--- config.mk ---
export PLATFORM = sky130hd
export DESIGN_NAME = ausplit_core
export DESIGN_NICKNAME = d
export VERILOG_FILES = /design/src/sv/assert_macros.svh /design/src/sv/ausplit_pkg.sv /design/src/sv/ausplit_core.sv
export SDC_FILE = /design/constraint.sdc
export NUM_CORES = 1
export LEC_CHECK = 0
export BUFFER_PORTS_ARGS = -buffer_cell sky130_fd_sc_hd__buf_2
export CORE_MARGIN = 2
export CORE_UTILIZATION = 55
export CTS_CLUSTER_DIAMETER = 50
export DETAILED_ROUTE_END_ITERATION = 10
export PLACE_DENSITY = 0.79
export SLEW_MARGIN = 20
export SYNTH_ARGS = -nofsm -noshare
export SYNTH_HDL_FRONTEND = slang
export SYNTH_SLANG_ARGS = --single-unit
--- constraint.sdc ---
create_clock -name clk -period 16.1 [get_ports clk]
set_input_delay 2.415 -clock clk [delete_from_list [all_inputs] [get_ports clk]]
set_output_delay 2.415 -clock clk [all_outputs]
set_load 0.01 [all_outputs]
--- src/sv/assert_macros.svh ---
// Assertion macros used by the splitter top level.
`ifndef ASSERT_MACROS_SVH
`define ASSERT_MACROS_SVH

// Same-cycle implication, checked while out of reset.
`define ASSERT_IMPLIES(label, ante, cons) \
  label: assert property (@(posedge clk) disable iff (!rst_n) (ante) |-> (cons)) \
    else $error("splitter assertion failed");

// Next-cycle implication, checked while out of reset.
`define ASSERT_NEXT(label, ante, cons) \
  label: assert property (@(posedge clk) disable iff (!rst_n) (ante) |=> (cons)) \
    else $error("splitter assertion failed");

`endif

--- src/sv/ausplit_pkg.sv ---
// Types, constants and classification logic for the access unit splitter.
`timescale 1ns / 1ps
package ausplit_pkg;

  localparam int LEN_W = 24;
  localparam logic [LEN_W-1:0] LEN_MAX = {LEN_W{1'b1}};
  localparam logic [LEN_W-1:0] CAND_LAG = LEN_W'(4);

  localparam logic [31:0] START_CODE4 = 32'h0000_0001;
  localparam logic [23:0] START_CODE3 = 24'h00_0001;
  localparam logic [2:0]  HDR_FOUR    = 3'd4;
  localparam logic [2:0]  HDR_THREE   = 3'd3;
  localparam logic [1:0]  SKIP_AFTER  = 2'd3;

  localparam logic [4:0] NAL_NONIDR = 5'd1;
  localparam logic [4:0] NAL_IDR    = 5'd5;
  localparam logic [4:0] NAL_SPS    = 5'd7;
  localparam logic [4:0] NAL_PPS    = 5'd8;

  localparam int OQ_DEPTH = 4;
  localparam int OQ_AW    = 2;
  localparam int OQ_CW    = 3;

  typedef struct packed {
    logic [1:0]       skip;
    logic [1:0]       nonidr;
    logic [1:0]       idr;
    logic [1:0]       sps_cnt;
    logic [1:0]       pps_cnt;
    logic [LEN_W-1:0] sps_start;
    logic [LEN_W-1:0] sps_span;
    logic             sps_flag;
  } seg_t;

  typedef struct packed {
    seg_t seg;
    logic cut;
  } class_t;

  typedef struct packed {
    logic [LEN_W-1:0] segment_length;
    logic             sps_seen;
    logic [LEN_W-1:0] sps_offset;
    logic [LEN_W-1:0] sps_length;
    logic             final_segment;
  } result_t;

  // Results handed from the core to the output queue in one cycle.
  typedef struct packed {
    logic [1:0] n;
    result_t    r0;
    result_t    r1;
  } push_t;

  function automatic logic [1:0] cnt_inc(input logic [1:0] c);
    return (c == 2'd3) ? c : c + 2'd1;
  endfunction

  // Count one start code; cut is set when it opens a new access unit.
  function automatic class_t classify(input seg_t s, input logic [LEN_W-1:0] cp,
                                      input logic [2:0] hdr, input logic [4:0] nal);
    class_t r;
    r.seg = s;
    r.cut = 1'b0;
    case (nal)
      NAL_NONIDR: begin
        r.seg.nonidr = cnt_inc(s.nonidr);
        r.cut = (r.seg.nonidr == 2'd1 && s.idr == 2'd1) || r.seg.nonidr == 2'd2;
      end
      NAL_IDR: begin
        r.seg.idr = cnt_inc(s.idr);
        r.cut = (r.seg.idr == 2'd1 && s.nonidr == 2'd1) || r.seg.idr == 2'd2;
      end
      NAL_SPS: begin
        r.seg.sps_flag  = 1'b1;
        r.seg.sps_start = cp + LEN_W'(hdr);
        r.seg.sps_cnt   = cnt_inc(s.sps_cnt);
        r.cut = r.seg.sps_cnt == 2'd1 && (s.nonidr == 2'd1 || s.idr == 2'd1);
      end
      NAL_PPS: begin
        r.seg.pps_cnt = cnt_inc(s.pps_cnt);
        if (r.seg.pps_cnt == 2'd1 && s.sps_cnt == 2'd1) begin
          r.seg.sps_span = (cp >= s.sps_start) ? cp - s.sps_start : '0;
        end
      end
      default: ;
    endcase
    return r;
  endfunction

  function automatic result_t make_result(input seg_t s, input logic [LEN_W-1:0] len,
                                          input logic fin);
    result_t r;
    r.segment_length = len;
    r.sps_seen       = s.sps_flag;
    r.sps_offset     = s.sps_flag ? s.sps_start : '0;
    r.sps_length     = s.sps_span;
    r.final_segment  = fin;
    return r;
  endfunction

endpackage

--- src/sv/ausplit_core.sv ---
// Start code detection, NAL counting and segment cut logic.
`timescale 1ns / 1ps
module ausplit_core
  import ausplit_pkg::*;
(
  input  logic       clk,
  input  logic       rst_n,
  input  logic       in_fire,
  input  logic [7:0] data_byte,
  input  logic       last_byte,
  output push_t      push
);

  logic [31:0]      hist_r, hist_nxt;
  logic [LEN_W-1:0] pos_r, pos_nxt;
  seg_t             seg_r, seg_nxt;

  logic             four, three, cut;
  logic [2:0]       hdr;
  logic [4:0]       nal;
  logic [LEN_W-1:0] cp, pos_a, pos_inc;
  class_t           cls_old, cls_new;
  seg_t             seg_a;
  result_t          cut_res, fin_res;

  always_comb begin
    four    = hist_r == START_CODE4;
    three   = !four && hist_r[31:8] == START_CODE3;
    hdr     = four ? HDR_FOUR : HDR_THREE;
    nal     = four ? data_byte[4:0] : hist_r[4:0];
    cp      = pos_r - CAND_LAG;
    cls_old = classify(seg_r, cp, hdr, nal);
    // after a cut the start code is counted again at the head of the new segment
    cls_new = classify('0, '0, hdr, nal);
    cut_res = make_result(cls_old.seg, cp, 1'b0);

    seg_a = seg_r;
    pos_a = pos_r;
    cut   = 1'b0;
    if (pos_r >= CAND_LAG) begin
      if (seg_r.skip != 2'd0) begin
        seg_a.skip = seg_r.skip - 2'd1;
      end else if (four || three) begin
        if (cls_old.cut) begin
          seg_a = cls_new.seg;
          pos_a = CAND_LAG;
          cut   = 1'b1;
        end else begin
          seg_a = cls_old.seg;
        end
        seg_a.skip = SKIP_AFTER;
      end
    end

    pos_inc = (pos_a == LEN_MAX) ? pos_a : pos_a + LEN_W'(1);
    fin_res = make_result(seg_a, pos_inc, 1'b1);

    push    = '0;
    push.r0 = cut ? cut_res : fin_res;
    push.r1 = fin_res;
    if (in_fire) begin
      push.n = {1'b0, cut} + {1'b0, last_byte};
    end

    hist_nxt = hist_r;
    pos_nxt  = pos_r;
    seg_nxt  = seg_r;
    if (in_fire) begin
      if (last_byte) begin
        hist_nxt = '0;
        pos_nxt  = '0;
        seg_nxt  = '0;
      end else begin
        hist_nxt = {hist_r[23:0], data_byte};
        pos_nxt  = pos_inc;
        seg_nxt  = seg_a;
      end
    end
  end

  always_ff @(posedge clk) begin
    if (!rst_n) begin
      hist_r <= '0;
      pos_r  <= '0;
      seg_r  <= '0;
    end else begin
      hist_r <= hist_nxt;
      pos_r  <= pos_nxt;
      seg_r  <= seg_nxt;
    end
  end

endmodule

; ---- Word-level counts from Yosys, hierarchy flattened
; Cells that the tools add are included.
; Widths: inputs -> output; s select.
[totals]
register_bits = 115
inputBits = 12
[op_classes]
order_cmp = 2
reduce_logical = 23
n_mux = 43
n_eq_ne = 21
addsub = 10
[op_table]
columns = operator, count
row1 = $mux 24, 12
row2 = $mux 59, 3
row3 = $mux 57, 2
row4 = $mux 74, 1
row5 = $eq 32x1->1 const B, 1
row6 = $mux 32, 1
row7 = $add 24x1->24 const B, 1
row8 = $add 24x3->24, 1
row9 = $eq 24x1->1 const B, 1
row10 = $eq 24x24->1 const B, 1
row11 = $ge 24x24->1, 1
row12 = $ge 24x3->1 const B, 1
row13 = $sub 24x24->24, 1
row14 = $sub 24x3->24 const B, 1
row15 = $mux 2, 10
row16 = $reduce_and 5->1, 4
row17 = $reduce_bool 3->1, 5
row18 = $eq 2x1->1 const B, 7
row19 = $eq 2x2->1 const B, 6
row20 = $eq 5x3->1 const B, 2
row21 = $mux 1, 10
row22 = $add 2x1->2 const B, 4
row23 = $mux 3, 2
row24 = $reduce_bool 2->1, 3
row25 = 11 further kinds, 18

; ---- Logic depth before layout (Yosys ltp)
[depth]
word_depth = 13
mapped_depth = 23
ltp_nobuf = 18

; ---- Worst setup path before layout
; No wires, ideal clock.
[synth_timing]
kind = in2out
startpoint = input data_byte[1]
endpoint = output push[133] in the netlist's numbering
n_path_buf = 1
cell_stages = 16
arrival_ns = 5.671
path_slack_ns = 8.014
required_time_ns = 13.685
cell_sequence = a41o_1 > mux2i_1 > o21ai_2 > nand2_1 > and2_1 > ha_1 > inv_1 > or4b_2 > nor3_1 > buf_2 > nor2_1 > nand3_1 > nor3_1 > nand4_1 > xor2_1 > a21o_1
[synth_lines]
columns = item, line_no
row1 = "start, declared", ausplit_core.sv:9  ; input logic [7:0] data_byte,
row2 = "end, declared", ausplit_core.sv:11  ; output push_t push

==> flow_metrics.env <==
export IMPL_vdd_ir_drop_max_mv=0.0788
export IMPL_hp_class="flip-flop to flip-flop"
export IMPL_start_util_pct=56.2
export IMPL_grt_pass1_wl_mm=51.3
export IMPL_period_needed_ps=8800
export IMPL_synth_top_area_share_pct=24.7
export IMPL_path_clk_slew_ps=50
export IMPL_netSwitchingFraction_pct=27.5
export IMPL_synth_edf_count=0
export IMPL_async_flop_share_pct=0
export IMPL_timing_max_cap_violations=0
export IMPL_startpoint="data_byte[1]"
export IMPL_cts_buffer_depth=2
export IMPL_vias=10500
export IMPL_slew_headroom_pct=29.6
export IMPL_dp_hpwl_mm=24.2
export IMPL_dr_pass1_iters=6
export IMPL_gr_usage_all_layers_pct=36.2
export IMPL_first_iter_violations=1214
export IMPL_syn_inst=1319
export IMPL_drc=0
export IMPL_p_switching_mw=0.191
export IMPL_root_buffer="clkbuf_16"
export IMPL_setup_slack_ps=7300
export IMPL_rows=47
export IMPL_cp_end_kind="output port"
export IMPL_crit_reg2reg_launch="pos_r[2]"
export IMPL_ctsHoldBuffers=0
export IMPL_synth_top_flop_cell="dfxtp_1"
export IMPL_ys_ff_latch=115
export IMPL_routedWlPerCell_um=19.8
export IMPL_viasPerCell=6.35
export IMPL_grt_max_degree=57
export IMPL_cp_arrival_ps=6380
export IMPL_port_buffers=160
export IMPL_synth_commonest_cells="176 x nand2_1, 124 x nor2_1, 115 x dfxtp_1"
export IMPL_n_antenna_cell=0
export IMPL_crit_path_end="push[145]"
export IMPL_tightest_slew_ps=1050
export IMPL_status="finished clean"
export IMPL_power_leakage_nw=4.56
export IMPL_slowest_stage="or4b_2"
export IMPL_num_io_pins=162
export IMPL_pwr_density_cell_nw_per_um2=65.0
export IMPL_cts_resized=0
export IMPL_syn_area_um2=9320
export IMPL_ys_types=88
export IMPL_cts_tree="built"
export IMPL_rsz0062_at_grt="no"
export IMPL_hold_viol_final=0
export IMPL_clkLatencyLatePin_ps=430
export IMPL_critPathMaxStageDelay_ps=730
export IMPL_fin_nets=1472
export IMPL_crit_chain="buf_2, a41o_1, mux2i_1, o21ai_2, buf_4, nand2_1, and2_1, ha_1, inv_1, or4b_2, nor3_1, buf_4, or3_1, a211oi_2, and3_1, xnor2_1, a21oi_1, buf_2"
export IMPL_synth_avg_cell_area_um2=7.07
export IMPL_r2r_end="pos_r[21]"
export IMPL_ys_seq_area_share_pct=24.7
export IMPL_p_int_mw=0.503
export IMPL_gp_congestion=0.946
export IMPL_synth_nets=1364
export IMPL_gr_total_overflow=0
export IMPL_ff2ff_path_depth=19
export IMPL_die_w_um=134
export IMPL_fin_tns_setup_ps=0
export IMPL_antenna_found_initial=0
export IMPL_ant_nets=0
export IMPL_setup_viol=0
export IMPL_path_class="input port to output port"
export IMPL_dieArea_um2=18000
export IMPL_clock_sinks=115
export IMPL_clock_power_share_pct=50.0
export IMPL_crit_fanout=15
export IMPL_htree_levels=4
export IMPL_rrSetupSlack_ps=10270
export IMPL_coreArea_um2=16600
export IMPL_fin_worst_skew_ps=8.03
export IMPL_post_cts_buffers=0
export IMPL_yosys_top_cells_area="dfxtp_1 25%, nand2_1 7.1%, xnor2_1 5.5%"
export IMPL_p_seq_share_pct=41.5
export IMPL_layout_drive_gt1_share_pct=17.7
export IMPL_drt_total_wl_mm=32.9
export IMPL_combPwrFrac_pct=8.5
export IMPL_cp_start_kind="input port"
export IMPL_fmax_mhz=114
export IMPL_cts_buffers=17
export IMPL_first_global_vias=9539
export IMPL_cp_required_ps=13690
export IMPL_synth_most_common_cell="nand2_1"
export IMPL_yosysWarnings=0
export IMPL_pre_cts_slack_ps=7470
export IMPL_dieHeight_um=134
export IMPL_report_final_slew_viol_count=0
export IMPL_synth_top_area_cell="dfxtp_1"
export IMPL_fin_crit_sh_pct=54.7
export IMPL_area_growth_pct=14.5
## worst min-delay path by stage
stage	from	to	depth (start not counted)
finish	seg_r[20]	seg_r[20]	2
global route	hist_r[26]	hist_r[26]	2
CTS	seg_r[20]	seg_r[20]	2
detailed placement	seg_r[20]	seg_r[20]	2
global placement	seg_r[14]	seg_r[14]	2
floorplan	seg_r[10]	seg_r[10]	2
## layer usage
layer	global-route usage (%)	vias up	wire [um]
met4	16.4	0	1210
met1	50.3	4845	13600
met2	54.1	695	14300
met5	0	-	0
met3	7.03	87	3800
li1	-	4914	-
## state kept, by name, indices dropped and copies added (netlist names)
| register | count |
|---|---|
| seg_r | 57 |
| cls_old | 2 |
| hist_r | 32 |
| pos_r | 24 |
## worst max-delay path, delay by kind of cell
| family | cells | cell delay (ps) |
|---|---|---|
| and+or+nand+nor | 6 | 1790 |
| buffers and inverters | 5 | 840 |
| AOI/OAI and AO/OA | 4 | 540 |
| muxes | 1 | 390 |
| adders and majority gates | 1 | 250 |
| xor gates and xnor gates | 1 | 150 |
## cells in the final DEF (no fill, tap or decap), types with 9 or more instances in the layout
cell	n
dfxtp_1	115
clkbuf_16	17
a21o_1	22
xor2_1	23
buf_2	160
xnor2_1	58
nor4_1	19
and2_1	14
or3_1	11
nor3_1	34
o21ai_0	77
buf_4	13
nor2_1	122
a22o_1	16
a22oi_1	12
inv_1	76
or4_1	9
nand4_1	17
a211oi_1	16
o21ai_1	13
a31oi_1	9
nand3_1	78
o31ai_1	23
and3_1	18
nand2b_1	10
a21oi_1	98
o22ai_1	9
nand2_1	176
ha_1	31
## final cells by class
cell class | instances | area (um^2)
Multi-Input combinational cell | 1039 | 6360
Fill cell | 1550 | 5910
Sequential cell | 115 | 2300
Timing Repair Buffer | 173 | 898
Clock buffer | 19 | 443
Inverter | 81 | 304
Tap cell | 220 | 275
Clock inverter | 12 | 86.3
## stage by stage
step           instances  cell area, um^2  power, mW  hold WS [ps]  util, %
2_1_floorplan       1319             9320      0.334           425        -
3_3_place_gp        1628            10100      0.350           434     61.1
3_5_place_dp        1628            10100      0.351           443     61.1
4_1_cts             1659            10700      0.690           451     64.3
5_1_grt             1659            10700      0.709           478     64.3
6_report            1659            10700      0.694           451     64.3
## power groups by stage
| stage | Clock [mW] | Sequential, mW | Combinational [mW] |
|---|---|---|---|
| 6_report | 0.347 | 0.288 | 0.0586 |
| 5_1_grt | 0.358 | 0.288 | 0.0627 |
| 4_1_cts | 0.345 | 0.288 | 0.0567 |
| 3_5_place_dp | 0 | 0.294 | 0.0564 |
| 3_3_place_gp | 0 | 0.294 | 0.0559 |
| 2_1_floorplan | 0 | 0.293 | 0.0403 |
## kinds of logic (layout without fill, tap and decap cells)
family / Yosys count / in the layout / synth area share, %
mux: 14 / 14 / 1.64
xor+xnor: 83 / 83 / 7.96
other cells: 1 / 1 / 0.0402
simple gates: 549 / 549 / 29.0
fa+ha+maj: 33 / 33 / 4.59
flops: 115 / 115 / 24.7
buf+inv: 165 / 285 / 7.17
compound gates: 359 / 359 / 24.9
Note: power is estimated with default switching activity, not from simulation.
